## config.mk

```make
export PLATFORM = sky130hd
export DESIGN_NAME = ethernet_header_classifier
export DESIGN_NICKNAME = d
export VERILOG_FILES = /design/src/sv/ehc_pkg.sv /design/src/sv/ehc_capture.sv /design/src/sv/ethernet_header_classifier.sv
export VERILOG_INCLUDE_DIRS = /design/src /design/src/sv
export SDC_FILE = /design/constraint.sdc
export NUM_CORES = 1
export LEC_CHECK = 0
export BUFFER_PORTS_ARGS = -buffer_cell sky130_fd_sc_hd__buf_4
export CAP_MARGIN = 20
export CORE_AREA = 5 5 264 266
export DETAILED_ROUTE_END_ITERATION = 8
export DIE_AREA = 0 0 269 271
export MAX_ROUTING_LAYER = met4
export PLACE_DENSITY_LB_ADDON = 0.12
export SETUP_SLACK_MARGIN = 0.15
export SLEW_MARGIN = 20
export SYNTH_ARGS = -nofsm -noshare
export SYNTH_HDL_FRONTEND = slang
export SYNTH_SLANG_ARGS = --single-unit
```

## constraint.sdc

```tcl
create_clock -name clk -period 24.8 [get_ports clk]
set_input_delay 1.24 -clock clk [delete_from_list [all_inputs] [get_ports clk]]
set_output_delay 1.24 -clock clk [all_outputs]
set_load 0.01 [all_outputs]
```

## src/sv/ethernet_header_classifier_macros.svh

```systemverilog
// assertion helpers shared by the classifier modules
// both expect clk and arst_n in the scope where they are used
`ifndef ETHERNET_HEADER_CLASSIFIER_MACROS_SVH
`define ETHERNET_HEADER_CLASSIFIER_MACROS_SVH

// consequent checked in the same cycle
`define EHC_ASSERT_NOW(label, ante, cons, msg) \
	label: assert property (@(posedge clk) disable iff (!arst_n) (ante) |-> (cons)) \
		else $error(msg);

// consequent checked in the next cycle
`define EHC_ASSERT_NEXT(label, ante, cons, msg) \
	label: assert property (@(posedge clk) disable iff (!arst_n) (ante) |=> (cons)) \
		else $error(msg);

`endif

```

## src/sv/ehc_pkg.sv

```systemverilog
package ehc_pkg;

	// width of the frame byte counter
	localparam int POSITION_BITS = 16;

	localparam logic [15:0] ET_IPV4 = 16'h0800;
	localparam logic [15:0] ET_IPV6 = 16'h86DD;
	localparam logic [15:0] ET_ARP  = 16'h0806;

	localparam logic [7:0] PROTO_ICMP   = 8'd1;
	localparam logic [7:0] PROTO_IGMP   = 8'd2;
	localparam logic [7:0] PROTO_TCP    = 8'd6;
	localparam logic [7:0] PROTO_UDP    = 8'd17;
	localparam logic [7:0] PROTO_ICMPV6 = 8'd58;

	localparam logic [7:0] ICMP6_MLD_QUERY  = 8'd130;
	localparam logic [7:0] ICMP6_MLD_REPORT = 8'd131;
	localparam logic [7:0] ICMP6_NDP_RS     = 8'd133;
	localparam logic [7:0] ICMP6_NDP_RA     = 8'd134;
	localparam logic [7:0] ICMP6_NDP_NS     = 8'd135;
	localparam logic [7:0] ICMP6_NDP_NA     = 8'd136;

	// ethernet header length and ipv4 header word size in bytes
	localparam int ETH_HDR_LEN = 14;
	localparam int WORD_BYTES  = 4;

	typedef enum logic [3:0] {
		CLS_IPV4_OTHER = 4'd0,
		CLS_TCP        = 4'd1,
		CLS_UDP        = 4'd2,
		CLS_ICMPV4     = 4'd3,
		CLS_IGMP       = 4'd4,
		CLS_ICMPV6     = 4'd5,
		CLS_NDP        = 4'd6,
		CLS_MLD        = 4'd7,
		CLS_ARP        = 4'd8,
		CLS_IPV6_OTHER = 4'd9
	} pkt_class_t;

	typedef struct packed {
		logic [7:0] frame_byte;
		logic       last_byte;
	} in_beat_t;

	typedef struct packed {
		logic [47:0] dst_mac;
		logic [47:0] src_mac;
		logic [15:0] frame_length;
		logic [3:0]  pkt_class;
		logic [63:0] src_addr_high;
		logic [63:0] src_addr_low;
		logic [63:0] dst_addr_high;
		logic [63:0] dst_addr_low;
		logic [15:0] source_port;
		logic [15:0] dest_port;
		logic        bad_ethertype;
	} out_beat_t;

endpackage

```

## src/sv/ehc_capture.sv

```systemverilog
`include "ethernet_header_classifier_macros.svh"

module ehc_capture
	import ehc_pkg::*;
(
	input  logic      clk,
	input  logic      arst_n,
	input  logic      step,
	input  in_beat_t  beat,
	output out_beat_t summary
);

	localparam logic [POSITION_BITS-1:0] POS_MAX = '1;

	logic [POSITION_BITS-1:0] pos_q, pos_n;
	logic [47:0] dst_mac_q, dst_mac_n;
	logic [47:0] src_mac_q, src_mac_n;
	logic [15:0] eth_q, eth_n;
	logic [3:0]  ihl_q, ihl_n;
	logic [7:0]  proto_q, proto_n;
	logic [7:0]  icmp6_q, icmp6_n;
	logic [63:0] sa_hi_q, sa_hi_n, sa_lo_q, sa_lo_n;
	logic [63:0] da_hi_q, da_hi_n, da_lo_q, da_lo_n;
	logic [15:0] sport_q, sport_n, dport_q, dport_n;

	logic [POSITION_BITS-1:0] p;
	logic [7:0]  b;
	logic [6:0]  l4;
	logic [POSITION_BITS-1:0] l4_p;
	logic [31:0] len_ext;
	logic        is_v4, is_v6, is_arp;
	pkt_class_t  cls;
	logic        bad;
	logic        ports_ok;

	function automatic logic in_rng(input logic [POSITION_BITS-1:0] pos,
		input int lo, input int hi);
		return (pos >= POSITION_BITS'(lo)) && (pos < POSITION_BITS'(hi));
	endfunction

	assign p = pos_q;
	assign b = beat.frame_byte;
	assign is_v4  = (eth_q == ET_IPV4);
	assign is_v6  = (eth_q == ET_IPV6);
	assign is_arp = (eth_q == ET_ARP);

	// layer 4 offset follows the header length known after this byte
	assign l4   = 7'(ETH_HDR_LEN) + 7'({ihl_n, 2'b00});
	assign l4_p = POSITION_BITS'(l4);

	always_comb begin
		dst_mac_n = dst_mac_q;
		src_mac_n = src_mac_q;
		eth_n     = eth_q;
		ihl_n     = ihl_q;
		proto_n   = proto_q;
		icmp6_n   = icmp6_q;
		sa_hi_n   = sa_hi_q;
		sa_lo_n   = sa_lo_q;
		da_hi_n   = da_hi_q;
		da_lo_n   = da_lo_q;
		sport_n   = sport_q;
		dport_n   = dport_q;
		if (in_rng(p, 0, 6)) begin
			dst_mac_n = {dst_mac_q[39:0], b};
		end else if (in_rng(p, 6, 12)) begin
			src_mac_n = {src_mac_q[39:0], b};
		end else if (in_rng(p, 12, 14)) begin
			eth_n = {eth_q[7:0], b};
		end else if (is_v4) begin
			if (p == POSITION_BITS'(14)) begin
				ihl_n = b[3:0];
			end else if (p == POSITION_BITS'(23)) begin
				proto_n = b;
			end else if (in_rng(p, 26, 30)) begin
				sa_lo_n = {32'h0, sa_lo_q[23:0], b};
			end else if (in_rng(p, 30, 34)) begin
				da_lo_n = {32'h0, da_lo_q[23:0], b};
			end
			if (p >= l4_p && p < l4_p + POSITION_BITS'(2)) begin
				sport_n = {sport_q[7:0], b};
			end else if (p >= l4_p + POSITION_BITS'(2) && p < l4_p + POSITION_BITS'(4)) begin
				dport_n = {dport_q[7:0], b};
			end
		end else if (is_v6) begin
			if (p == POSITION_BITS'(20)) begin
				proto_n = b;
			end else if (in_rng(p, 22, 30)) begin
				sa_hi_n = {sa_hi_q[55:0], b};
			end else if (in_rng(p, 30, 38)) begin
				sa_lo_n = {sa_lo_q[55:0], b};
			end else if (in_rng(p, 38, 46)) begin
				da_hi_n = {da_hi_q[55:0], b};
			end else if (in_rng(p, 46, 54)) begin
				da_lo_n = {da_lo_q[55:0], b};
			end else if (p == POSITION_BITS'(54)) begin
				icmp6_n = b;
			end
		end else if (is_arp) begin
			if (in_rng(p, 28, 32)) begin
				sa_lo_n = {32'h0, sa_lo_q[23:0], b};
			end else if (in_rng(p, 38, 42)) begin
				da_lo_n = {32'h0, da_lo_q[23:0], b};
			end
		end
	end

	assign pos_n = (pos_q == POS_MAX) ? pos_q : pos_q + 1'b1;

	// classification sees the stores as they stand after this byte
	always_comb begin
		bad = 1'b0;
		cls = CLS_IPV4_OTHER;
		if (eth_n == ET_IPV4) begin
			case (proto_n)
				PROTO_TCP:  cls = CLS_TCP;
				PROTO_UDP:  cls = CLS_UDP;
				PROTO_ICMP: cls = CLS_ICMPV4;
				PROTO_IGMP: cls = CLS_IGMP;
				default:    cls = CLS_IPV4_OTHER;
			endcase
		end else if (eth_n == ET_IPV6) begin
			if (proto_n != PROTO_ICMPV6) begin
				cls = CLS_IPV6_OTHER;
			end else begin
				case (icmp6_n)
					ICMP6_NDP_RS, ICMP6_NDP_RA,
					ICMP6_NDP_NS, ICMP6_NDP_NA:        cls = CLS_NDP;
					ICMP6_MLD_QUERY, ICMP6_MLD_REPORT: cls = CLS_MLD;
					default:                           cls = CLS_ICMPV6;
				endcase
			end
		end else if (eth_n == ET_ARP) begin
			cls = CLS_ARP;
		end else begin
			bad = 1'b1;
		end
	end

	assign ports_ok = (cls == CLS_TCP) || (cls == CLS_UDP);
	assign len_ext  = 32'(pos_n);

	always_comb begin
		summary.dst_mac       = dst_mac_n;
		summary.src_mac       = src_mac_n;
		summary.frame_length  = (len_ext > 32'h0000_FFFF) ? 16'hFFFF : len_ext[15:0];
		summary.pkt_class     = cls;
		summary.src_addr_high = sa_hi_n;
		summary.src_addr_low  = sa_lo_n;
		summary.dst_addr_high = da_hi_n;
		summary.dst_addr_low  = da_lo_n;
		summary.source_port   = ports_ok ? sport_n : 16'h0;
		summary.dest_port     = ports_ok ? dport_n : 16'h0;
		summary.bad_ethertype = bad;
	end

	// everything clears at the end of each frame
	always_ff @(posedge clk or negedge arst_n) begin
		if (!arst_n) begin
			pos_q     <= '0;
			dst_mac_q <= '0;
			src_mac_q <= '0;
			eth_q     <= '0;
			ihl_q     <= '0;
			proto_q   <= '0;
			icmp6_q   <= '0;
			sa_hi_q   <= '0;
			sa_lo_q   <= '0;
			da_hi_q   <= '0;
			da_lo_q   <= '0;
			sport_q   <= '0;
			dport_q   <= '0;
		end else if (step) begin
			if (beat.last_byte) begin
				pos_q     <= '0;
				dst_mac_q <= '0;
				src_mac_q <= '0;
				eth_q     <= '0;
				ihl_q     <= '0;
				proto_q   <= '0;
				icmp6_q   <= '0;
				sa_hi_q   <= '0;
				sa_lo_q   <= '0;
				da_hi_q   <= '0;
				da_lo_q   <= '0;
				sport_q   <= '0;
				dport_q   <= '0;
			end else begin
				pos_q     <= pos_n;
				dst_mac_q <= dst_mac_n;
				src_mac_q <= src_mac_n;
				eth_q     <= eth_n;
				ihl_q     <= ihl_n;
				proto_q   <= proto_n;
				icmp6_q   <= icmp6_n;
				sa_hi_q   <= sa_hi_n;
				sa_lo_q   <= sa_lo_n;
				da_hi_q   <= da_hi_n;
				da_lo_q   <= da_lo_n;
				sport_q   <= sport_n;
				dport_q   <= dport_n;
			end
		end
	end

	`EHC_ASSERT_NEXT(a_pos_clears, step && beat.last_byte, pos_q == '0, "position not cleared after last byte")
	`EHC_ASSERT_NOW(a_ports_gated, !ports_ok, summary.source_port == 16'h0 && summary.dest_port == 16'h0, "ports set for a non tcp or udp class")
	`EHC_ASSERT_NOW(a_bad_no_addr, bad, sa_lo_n == 64'h0 && da_lo_n == 64'h0 && cls == CLS_IPV4_OTHER, "bad ethertype with captured addresses")

endmodule

```

## src/sv/ethernet_header_classifier.sv

```systemverilog
// Ethernet header classifier: takes a frame one byte per beat in wire order, with last_byte
// marking the final byte, and returns one summary beat per frame carrying both MACs, the byte
// count (saturating at 65535), a packet class, the IPv4, IPv6 or ARP addresses, the TCP or UDP
// ports over IPv4, and a flag for an ethertype that is none of IPv4, IPv6 or ARP. Fields that a
// short frame does not reach read as zero. A new byte is taken each cycle; the only stall is a
// final byte waiting while a previous summary has not yet been taken. An accepted byte is held
// in the input register; when it moves on, the byte counter and field captures update and, for
// the last byte, the summary is loaded into the result register, which drives summary_valid.
`include "ethernet_header_classifier_macros.svh"

module ethernet_header_classifier
	import ehc_pkg::*;
(
	input  logic      clk,
	input  logic      arst_n,
	input  logic      frame_valid,
	output logic      frame_ready,
	input  in_beat_t  frame,
	output logic      summary_valid,
	input  logic      summary_ready,
	output out_beat_t summary
);

	// input register
	in_beat_t  beat_s1;
	logic      valid_s1;

	// result register
	out_beat_t summary_s2;
	logic      valid_s2;

	// summary built from the stores as updated by the byte in stage 1
	out_beat_t summary_next;

	logic result_free;
	logic advance_s1;
	logic load_s2;

	// the result slot can take a new summary if empty or draining this cycle
	assign result_free = !valid_s2 || summary_ready;

	// a mid-frame byte never waits, a final byte waits for the result slot
	assign advance_s1 = valid_s1 && (!beat_s1.last_byte || result_free);
	assign load_s2    = advance_s1 && beat_s1.last_byte;

	// stage 1 refills whenever it is empty or its beat moves on
	assign frame_ready = !valid_s1 || advance_s1;

	ehc_capture u_capture (
		.clk     (clk),
		.arst_n  (arst_n),
		.step    (advance_s1),
		.beat    (beat_s1),
		.summary (summary_next)
	);

	// input register control
	always_ff @(posedge clk or negedge arst_n) begin
		if (!arst_n) begin
			valid_s1 <= 1'b0;
		end else if (frame_ready) begin
			valid_s1 <= frame_valid;
		end
	end

	// input register payload
	always_ff @(posedge clk) begin
		if (frame_ready && frame_valid) begin
			beat_s1 <= frame;
		end
	end

	// result register control
	always_ff @(posedge clk or negedge arst_n) begin
		if (!arst_n) begin
			valid_s2 <= 1'b0;
		end else if (load_s2) begin
			valid_s2 <= 1'b1;
		end else if (summary_ready) begin
			valid_s2 <= 1'b0;
		end
	end

	// result register payload
	always_ff @(posedge clk) begin
		if (load_s2) begin
			summary_s2 <= summary_next;
		end
	end

	assign summary_valid = valid_s2;
	assign summary       = summary_s2;

	`EHC_ASSERT_NOW(a_mid_no_stall, valid_s1 && !beat_s1.last_byte, frame_ready, "mid-frame beat stalled")
	`EHC_ASSERT_NOW(a_last_holds, valid_s1 && beat_s1.last_byte && valid_s2 && !summary_ready, !frame_ready, "last beat overran a pending summary")
	`EHC_ASSERT_NEXT(a_last_gives_summary, valid_s1 && beat_s1.last_byte && frame_ready, summary_valid, "last beat gave no summary")
	`EHC_ASSERT_NOW(a_len_nonzero, summary_valid, summary.frame_length != 16'h0, "summary with zero length")

endmodule
```

==> Implementation_results.wiki, run 1 <==
{| class="wikitable"
! Metric !! Value
|-
| Fraction of layout instances using a drive strength above 1 || 0.2569
|-
| Post-route ant nets || 0
|-
| Pins over their slew limit || 0
|-
| Total negative slack || 0 ns
|-
| Required arrival time at the worst endpoint || 25.34 ns
|-
| Overflow left after global routing || 0
|-
| Vias in the first global route || 24723
|-
| Met2 demand-to-capacity share in global routing || 0.4085
|-
| Fin crit share || 0.2865
|-
| Area share of xor/xnor cells in the synthesized design || 0.004338
|-
| Pin count of the biggest net entering global routing || 157
|-
| Number of detailed-route iterations in the first pass || 8
|-
| Fraction of synthesized area in multiplexers || 0.07344
|-
| Sort of element at the end of the critical path || flip-flop
|-
| Detailed-route via count || 24809
|-
| Adder-cell share of the synthesized area || 0.005096
|-
| Total of max-cap violations || 0
|-
| Count of buffers inserted at the top-level ports || 419
|-
| Placeable core area || 66800 µm²
|-
| Hold buffers post-CTS || 0
|-
| Post-synth cell types || 78
|-
| Longest Clk Path Bufs || 3
|-
| Met3 Use GR || 0.05370
|-
| Worst-margin pin slew || 1.137 ns
|-
| HPWL after detailed placement || 59.77 mm
|-
| Synth Register Bits || 852
|-
| H-tree depth reported by CTS || 3
|-
| Post-CTS resize count || 0
|-
| Buffers inserted during post-CTS setup optimization || 0
|-
| Switching share of power || 0.2455
|-
| Post-synthesis to final-layout area growth || 18.49%
|-
| Area of the die || 72900 µm²
|-
| Unrepaired setup endpoints after global routing || no
|-
| Status || completed
|-
| HP Class || reg -> reg
|-
| Internal Pwr Total || 0.002464 W
|-
| Synth Net Count || 2895
|-
| Main combinational cell family by area after synthesis || compound AO/OA/AOI/OAI gates
|-
| Worst R2R Setup Slack || 17.70 ns
|-
| Total placed cells including tap cells || 3986
|-
| DIE HEIGHT || 271 µm
|-
| Clk network pwr share || 0.403
|-
| Final RePlAce weighted congestion || 0.8919
|-
| EDFF count, synth || 414
|-
| Total GRT Usage || 0.2612
|-
| Highest Clock Rate || 140.8 MHz
|-
| Share of flip-flops with an asynchronous set or reset || 0.5141
|-
| Post-synthesis instance area || 36340 µm²
|-
| Number of design-rule violations left by the first detailed-router iteration || 2151
|-
| Highest-utilization routing layer at the global route stage || met2
|-
| Final wirelength || 94.86 mm
|-
| Net switching power of the design || 0.0008018 W
|-
| Commonest non-fill, non-tap cells in the layout || sky130_fd_sc_hd__nand2_1 (471), sky130_fd_sc_hd__buf_4 (457), sky130_fd_sc_hd__dfrtp_1 (438), sky130_fd_sc_hd__edfxtp_1 (414), sky130_fd_sc_hd__a22o_1 (252)
|-
| WL per Instance || 22.83 µm
|-
| Setup-violating endpoint count in the final report || 0
|-
| Clock network latency to the later pin of the worst-skew pair || 0.64 ns
|-
| Clk sinks || 852
|-
| Slew margin rel. || 0.2417
|-
| Final critical-path required period || 7.104 ns
|-
| Sequential element share of the synthesized area || 0.6437
|-
| Clock input transition at the sequential cells of the worst setup and hold paths || 0.06 ns
|-
| Worst Clk Skew || 0.02404 ns
|-
| Wire length of the first global-routing pass || 146.5 mm
|-
| Rows || 95
|-
| Syn Inst Count || 2868
|-
| Io pins || 420
|-
| Die X || 269 µm
|-
| Pwr Density || 75.86 nW/µm²
|-
| GR Layer Usage met1 || 0.3568
|-
| Layout Cells excl Fill || 4155
|-
| Total of warnings raised by yosys || 0
|-
| Most frequently used flop master after synthesis || sky130_fd_sc_hd__dfrtp_1
|-
| Crit path kind || reg -> reg
|-
| Synthesized area divided by synthesized cell count || 12.67 µm²
|-
| Pleak || 19.31 nW
|-
| CTS tree || built
|-
| Drc violations || 0
|-
| Combinational share of power || 0.089
|-
| Crit path arrival time || 7.65 ns
|-
| Compound-gate portion of the synthesized area || 0.1501
|-
| Filler cell count || 5101
|-
| Sequential power share || 0.508
|-
| Most common cell after layout, fill and taps aside || sky130_fd_sc_hd__nand2_1
|-
| Effective utilization at floorplan || 0.5440
|-
| CP Launch Type || flip-flop
|-
| CTS buffer count || 89
|-
| Final hold vios || 0
|-
| Vias per cell || 5.971
|-
| Worst VDD drop || 0.05494 mV
|-
| Total number of nets in the final design || 3232
|-
| Simple-gate area share of the yosys netlist || 0.09836
|-
| Biggest fanout along the worst timing path || 18
|-
| Initial antenna violation count || 4
|-
| CTS root buffer || sky130_fd_sc_hd__clkbuf_16
|}
[synth_stat cells, types with 16 or more instances]
master | number | area (µm²)
sky130_fd_sc_hd__nand2_1 | 472 | 1772
sky130_fd_sc_hd__dfrtp_1 | 438 | 10960
sky130_fd_sc_hd__edfxtp_1 | 414 | 12430
sky130_fd_sc_hd__a22o_1 | 252 | 2207
sky130_fd_sc_hd__mux2_2 | 195 | 2196
sky130_fd_sc_hd__clkbuf_1 | 166 | 623.1
sky130_fd_sc_hd__a21oi_1 | 147 | 735.7
sky130_fd_sc_hd__o21ai_0 | 131 | 655.6
sky130_fd_sc_hd__a21o_1 | 104 | 780.8
sky130_fd_sc_hd__and2_1 | 53 | 331.6
sky130_fd_sc_hd__nand3_1 | 53 | 265.3
sky130_fd_sc_hd__nor2_1 | 42 | 157.7
sky130_fd_sc_hd__a211oi_2 | 30 | 375.4
sky130_fd_sc_hd__a21boi_0 | 28 | 210.2
sky130_fd_sc_hd__buf_1 | 26 | 97.59
sky130_fd_sc_hd__mux2_1 | 22 | 247.7
sky130_fd_sc_hd__mux2i_1 | 21 | 210.2
sky130_fd_sc_hd__nand2b_1 | 20 | 125.1
sky130_fd_sc_hd__nor3_1 | 18 | 90.09
sky130_fd_sc_hd__nor2b_1 | 17 | 106.4
sky130_fd_sc_hd__buf_2 | 16 | 80.08
[logic make-up (layout without fill, tap and decap cells)]
kind of cell | Yosys count | in the layout
compound gates | 750 | 750
xor+xnor | 18 | 18
fa+ha+maj | 15 | 15
buf+inv | 226 | 639
flops | 852 | 852
mux | 239 | 239
other cells | 1 | 2
simple gates | 767 | 767
[flip-flops by register name, summed over array words and instances, names as in the netlist, 48 cells and up]
name	cells
summary	405
u_capture.sa_hi_q	64
u_capture.sa_lo_q	64
u_capture.da_lo_q	64
u_capture.da_hi_q	64
u_capture.src_mac_q	48
u_capture.dst_mac_q	48
[final cells by class]
cell class              count  area (µm²)  share of cell area
inverters                  12       45.04            0.001046
clock buffers             132        2500             0.05806
diodes                      1       2.502          0.00005812
well taps                 873        1092             0.02537
multi-input cells        1790       12130              0.2817
flip-flops and latches    852       23390              0.5433
clock inverters            35       402.9            0.009357
repair buffers            460        3493             0.08113
[worst paths after layout]
path                                       start                     to  cells past startpoint
setup / recovery                 u_capture.p[12]  u_capture.dport_q[11]                     20
setup reg to reg                 u_capture.p[12]  u_capture.dport_q[11]                     20
min in group asynchronous                 arst_n  u_capture.da_hi_q[41]                      1
hold / removal             u_capture.da_lo_q[58]  u_capture.da_lo_q[58]                      1
max in group asynchronous                 arst_n  u_capture.da_lo_q[35]                      3
hold reg to reg            u_capture.da_lo_q[58]  u_capture.da_lo_q[58]                      1
[critical path: stages, from the launching register on]
cell and delay [ns]:
sky130_fd_sc_hd__dfrtp_1 0.45, sky130_fd_sc_hd__nor4_2 0.66, sky130_fd_sc_hd__nand3_1 0.26, sky130_fd_sc_hd__nor3_1 0.30
sky130_fd_sc_hd__nand4_1 0.50, sky130_fd_sc_hd__mux2_2 0.50, sky130_fd_sc_hd__inv_1 0.12, sky130_fd_sc_hd__ha_1 0.24
sky130_fd_sc_hd__o211ai_1 0.14, sky130_fd_sc_hd__xor2_1 0.16, sky130_fd_sc_hd__nand2_1 0.07, sky130_fd_sc_hd__o211ai_1 0.13
sky130_fd_sc_hd__ha_1 0.34, sky130_fd_sc_hd__nand4_1 0.09, sky130_fd_sc_hd__inv_1 0.08, sky130_fd_sc_hd__nand2_1 0.04
sky130_fd_sc_hd__a2111oi_0 0.64, sky130_fd_sc_hd__nand4_1 0.78, sky130_fd_sc_hd__nor2_1 1.11, sky130_fd_sc_hd__a21oi_1 0.18
sky130_fd_sc_hd__o21ai_0 0.21
[routing by layer]
layer	wire length, µm	up-vias
li1	-	11230
met2	46170	795
met4	2232	0
met3	6132	136
met1	40330	12648
met5	0	-
[stage by stage]
step / hold slack (ns) / instance area, µm² / total power [W] / util / worst slack [ns]
finish: 0.4721 / 43060 / 0.003266 / 0.6446 / 17.70
global route: 0.4867 / 43060 / 0.003393 / 0.6446 / 17.03
CTS: 0.4781 / 43020 / 0.003293 / 0.6441 / 17.68
detailed placement: 0.4655 / 40120 / 0.001977 / 0.6006 / 17.69
global placement: 0.4580 / 40120 / 0.001966 / 0.6006 / 17.94
floorplan: 0.4386 / 36340 / 0.001847 / - / 13.17
[power groups by stage]
stage / Combinational (W) / Clock [W] / Sequential, W
6_report: 0.000290 / 0.00132 / 0.00166
5_1_grt: 0.000320 / 0.00141 / 0.00167
4_1_cts: 0.000294 / 0.00134 / 0.00166
3_5_place_dp: 0.000293 / 0 / 0.00168
3_3_place_gp: 0.000286 / 0 / 0.00168
2_1_floorplan: 0.000153 / 0 / 0.00169
Note: power is estimated with default switching activity, not from simulation.
==> run 2: changes to the inputs <==
--- a/config.mk
+++ b/config.mk
@@ -6,11 +6,12 @@
 export SDC_FILE = /design/constraint.sdc
 export NUM_CORES = 1
 export LEC_CHECK = 0
+export ABC_AREA = 1
 export BUFFER_PORTS_ARGS = -buffer_cell sky130_fd_sc_hd__buf_4
 export CAP_MARGIN = 20
-export CORE_AREA = 5 5 264 266
+export CORE_AREA = 5 5 274 276
 export DETAILED_ROUTE_END_ITERATION = 8
-export DIE_AREA = 0 0 269 271
+export DIE_AREA = 0 0 279 281
 export MAX_ROUTING_LAYER = met4
 export PLACE_DENSITY_LB_ADDON = 0.12
 export SETUP_SLACK_MARGIN = 0.15
==> constraint.sdc (replaced) <==
create_clock -name clk -period 6.45 [get_ports clk]
set_input_delay 0.3225 -clock clk [delete_from_list [all_inputs] [get_ports clk]]
set_output_delay 0.3225 -clock clk [all_outputs]
set_load 0.01 [all_outputs]
==> run 2 against run 1 <==
Effect of this change: sequential share of layout area fell by 1.8 points; non-clock buffer count up 8; hold slack lost 0.25 ns; total power grew to 3.9 times the previous value; synthesized cell count up 35%; combinational power increased to 4.7 times the previous value; via count up 13%; clock power increased to 3.8 times the previous value; first-iteration DRC count is 34% higher; register-to-register slack lost 16 ns.
==> Implementation_results.wiki, run 2 <==
{| class="wikitable"
! Metric !! Value
|-
| Status || completed
|-
| Min setup slack post-route || 1.519 ns
|-
| Die X || 279 µm
|-
| Worst VDD drop || 0.2155 mV
|-
| HPWL after detailed placement || 60.13 mm
|-
| Seq. cell area || 23390 µm²
|-
| Final hold vios || 0
|-
| Total of warnings raised by yosys || 0
|-
| H-tree depth reported by CTS || 3
|-
| Master of the slowest instance on the critical path || sky130_fd_sc_hd__buf_4
|-
| Leading post-synthesis cells by cell area || sky130_fd_sc_hd__edfxtp_1 (33%), sky130_fd_sc_hd__dfrtp_1 (29%), sky130_fd_sc_hd__inv_1 (7.9%), sky130_fd_sc_hd__o22ai_1 (6.4%), sky130_fd_sc_hd__nand2_1 (6.3%)
|-
| DIE HEIGHT || 281 µm
|-
| Switching share of power || 0.2542
|-
| Post-synth cell types || 47
|-
| Highest Clock Rate || 202.8 MHz
|-
| Number of design-rule violations left by the first detailed-router iteration || 2884
|-
| Synth Register Bits || 852
|-
| Most common cell after layout, fill and taps aside || sky130_fd_sc_hd__inv_1
|-
| Pins over their slew limit || 0
|-
| Most frequently used flop master after synthesis || sky130_fd_sc_hd__dfrtp_1
|-
| Post-synthesis instance area || 37810 µm²
|-
| Number of flip-flops in the largest register || 405
|-
| Slew margin rel. || 0.2187
|-
| Post-placement cell area || 41610 µm²
|-
| Crit path largest cell delay || 0.59 ns
|-
| Initial antenna violation count || 4
|-
| Combinational share of power || 0.108
|-
| CTS tree || built
|-
| Final wirelength || 96.88 mm
|-
| Buffers inserted during post-CTS setup optimization || 0
|-
| Crit path kind || reg -> reg
|-
| Pwr Density || 283.9 nW/µm²
|-
| Hold WS || 0.2204 ns
|-
| Cell chain of the critical path || inv_1 > nand3_1 > nor2_1 > nand2_2 > buf_4 > nand2_1 > nand2_1 > ha_1 > or2_2 > nor2_1 > xor2_1 > ha_1 > a21oi_1 > nor2_1 > a2111oi_0 > nand2_1 > clkinv_1 > nand3_4 > nand2_1 > nand2_1 > nor2_4
|-
| Cell with the most instances after synthesis || sky130_fd_sc_hd__inv_1
|-
| Clk network pwr share || 0.395
|-
| Synthesized area divided by synthesized cell count || 9.778 µm²
|-
| Sequential power share || 0.497
|-
| Effective utilization at floorplan || 0.5227
|-
| Post-layout power || 0.01265 W
|-
| Pleak || 21.50 nW
|-
| Area of the die || 78400 µm²
|-
| Longest Clk Path Bufs || 3
|-
| Overflow left after global routing || 0
|-
| Net switching power of the design || 0.003216 W
|-
| Clock network latency to the later pin of the worst-skew pair || 0.64 ns
|-
| Final critical-path required period || 4.931 ns
|-
| Number of buffers and inverters on the critical path || 3
|-
| Wire length of the first global-routing pass || 150.6 mm
|-
| Post-route ant nets || 0
|-
| Vias per cell || 5.349
|-
| Required arrival time at the worst endpoint || 6.92 ns
|-
| Worst-margin pin slew || 1.172 ns
|-
| Clock input transition at the sequential cells of the worst setup and hold paths || 0.06 ns
|-
| Highest-utilization routing layer at the global route stage || met2
|-
| Fraction of layout instances using a drive strength above 1 || 0.1627
|-
| Rows || 99
|-
| Clk sinks || 852
|-
| Syn Inst Count || 3867
|-
| Share of flip-flops with an asynchronous set or reset || 0.5141
|-
| Detailed-route via count || 28011
|-
| CP Launch Type || flip-flop
|-
| Synth Net Count || 3894
|-
| Met3 Use GR || 0.04602
|-
| Crit path arrival time || 5.40 ns
|-
| Drc violations || 0
|-
| Setup-violating endpoint count in the final report || 0
|-
| Filler cell count || 6119
|-
| Biggest fanout along the worst timing path || 68
|-
| Placeable core area || 72340 µm²
|-
| EDFF count, synth || 414
|-
| Internal Pwr Total || 0.009436 W
|-
| Top Family by Delay on Critical Path || simple AND/OR/NAND/NOR gates
|-
| Vias in the first global route || 26722
|-
| Number of detailed-route iterations in the first pass || 6
|-
| Cell type with the largest total area after synthesis || sky130_fd_sc_hd__edfxtp_1
|-
| Sequential element share of the synthesized area || 0.6187
|-
| CTS buffer count || 89
|-
| Post-synthesis to final-layout area growth || 17.87%
|-
| Crit-path most repeated cell || sky130_fd_sc_hd__nand2_1
|-
| Count of buffers inserted at the top-level ports || 419
|-
| Total of max-cap violations || 0
|-
| Final RePlAce weighted congestion || 0.8565
|-
| WL per Instance || 18.50 µm
|-
| Pre-CTS worst setup slack || 1.515 ns
|-
| Fin crit share || 0.7645
|-
| Unrepaired setup endpoints after global routing || no
|-
| Total number of nets in the final design || 4228
|-
| Area of all placed cells without fillers || 44570 µm²
|-
| Post-CTS resize count || 0
|-
| Area share of the largest cell type after synthesis || 0.3288
|-
| Commonest non-fill, non-tap cells in the layout || sky130_fd_sc_hd__inv_1 (793), sky130_fd_sc_hd__nand2_1 (626), sky130_fd_sc_hd__buf_4 (448), sky130_fd_sc_hd__dfrtp_1 (438), sky130_fd_sc_hd__edfxtp_1 (414)
|-
| Met2 demand-to-capacity share in global routing || 0.3761
|-
| Hold buffers post-CTS || 13
|-
| Multi-input gate area || 10440 µm²
|-
| Total GRT Usage || 0.2472
|-
| GR Layer Usage met1 || 0.3468
|-
| Io pins || 420
|-
| HP Class || in -> async
|-
| Pin count of the biggest net entering global routing || 223
|-
| Most instantiated cells after synthesis || sky130_fd_sc_hd__inv_1 (796), sky130_fd_sc_hd__nand2_1 (631), sky130_fd_sc_hd__dfrtp_1 (438)
|-
| CTS root buffer || sky130_fd_sc_hd__clkbuf_16
|-
| Worst Clk Skew || 0.02735 ns
|-
| Sort of element at the end of the critical path || flip-flop
|-
| Total negative slack || 0 ns
|}
==> run 2: cell types whose count changed in the layout (fill, tap and decap cells not counted), moves of 52 or more <==
cell and delta:
sky130_fd_sc_hd__nor2_1 +52, sky130_fd_sc_hd__nand2_1 +155, sky130_fd_sc_hd__inv_1 +781, sky130_fd_sc_hd__a21o_1 -103, sky130_fd_sc_hd__a21oi_1 -70, sky130_fd_sc_hd__o22ai_1 +385, sky130_fd_sc_hd__o21ai_0 +280, sky130_fd_sc_hd__a22o_1 -242
sky130_fd_sc_hd__o21a_1 +61, sky130_fd_sc_hd__mux2_2 -195
==> run 2: logic make-up after synthesis <==
group | after synthesis | share of synthesized area
buffers and inverters | 1040 | 0.1060
and+or+nand+nor | 924 | 0.1097
adders and majority gates | 14 | 0.004633
other | 1 | 0.00009918
DFF | 852 | 0.6187
xor gates and xnor gates | 8 | 0.001853
AOI/OAI and AO/OA | 1028 | 0.1590
==> run 2: final timing paths <==
path	from	endpoint	slack [ns]	cells after the start
min in group clk	frame[4]	beat_s1[4]	0.41	2
max	u_capture.eth_q[6]	summary[20]	1.52	21
min reg2reg	u_capture.sport_q[6]	u_capture.sport_q[6]	0.48	2
max in group asynchronous	arst_n	u_capture.sa_lo_q[52]	4.86	3
max reg2reg	u_capture.eth_q[6]	summary[20]	1.52	21
min	arst_n	u_capture.src_mac_q[2]	0.22	2
==> run 2: per-layer routing <==
| metal | routed length [µm] | vias up |
|---|---|---|
| li1 | - | 13592 |
| met1 | 42850 | 13392 |
| met2 | 44970 | 880 |
| met3 | 6657 | 147 |
| met4 | 2403 | 0 |
| met5 | 0 | - |
==> run 2: per-stage QoR <==
step	cells	util
floorplan	3867	-
global placement	5056	0.5752
detailed placement	5056	0.5752
CTS	5236	0.6160
global route	5237	0.6161
finish	5237	0.6161
==> run 2: power by group through the flow <==
stage          logic [W]  registers [W]  clock network [W]
5_1_grt          0.00150        0.00632            0.00532
6_report         0.00137        0.00629            0.00499
3_5_place_dp     0.00137        0.00640                  0
2_1_floorplan   0.000674        0.00646                  0
4_1_cts          0.00138        0.00629            0.00508
3_3_place_gp     0.00135        0.00639                  0
==> run 2: worst reg2reg max path, stage by stage (launching register included) <==
cell and delay (ns):
sky130_fd_sc_hd__dfrtp_1 0.39, sky130_fd_sc_hd__inv_1 0.10, sky130_fd_sc_hd__nand3_1 0.13, sky130_fd_sc_hd__nor2_1 0.06
sky130_fd_sc_hd__nand2_2 0.07, sky130_fd_sc_hd__buf_4 0.59, sky130_fd_sc_hd__nand2_1 0.11, sky130_fd_sc_hd__nand2_1 0.18
sky130_fd_sc_hd__ha_1 0.28, sky130_fd_sc_hd__or2_2 0.32, sky130_fd_sc_hd__nor2_1 0.14, sky130_fd_sc_hd__xor2_1 0.16
sky130_fd_sc_hd__ha_1 0.26, sky130_fd_sc_hd__a21oi_1 0.15, sky130_fd_sc_hd__nor2_1 0.05, sky130_fd_sc_hd__a2111oi_0 0.48
sky130_fd_sc_hd__nand2_1 0.20, sky130_fd_sc_hd__clkinv_1 0.42, sky130_fd_sc_hd__nand3_4 0.30, sky130_fd_sc_hd__nand2_1 0.18
sky130_fd_sc_hd__nand2_1 0.10, sky130_fd_sc_hd__nor2_4 0.11
==> run 2: layout make-up <==
class                           count  area share
Sequential cell                   852      0.5249
Multi-Input combinational cell   1975      0.2343
Tap cell                          959     0.02692
Timing Repair Buffer              468     0.08122
Clock inverter                     40    0.007046
Antenna cell                        1  0.00005615
Clock buffer                      127     0.05637
Inverter                          815     0.06923
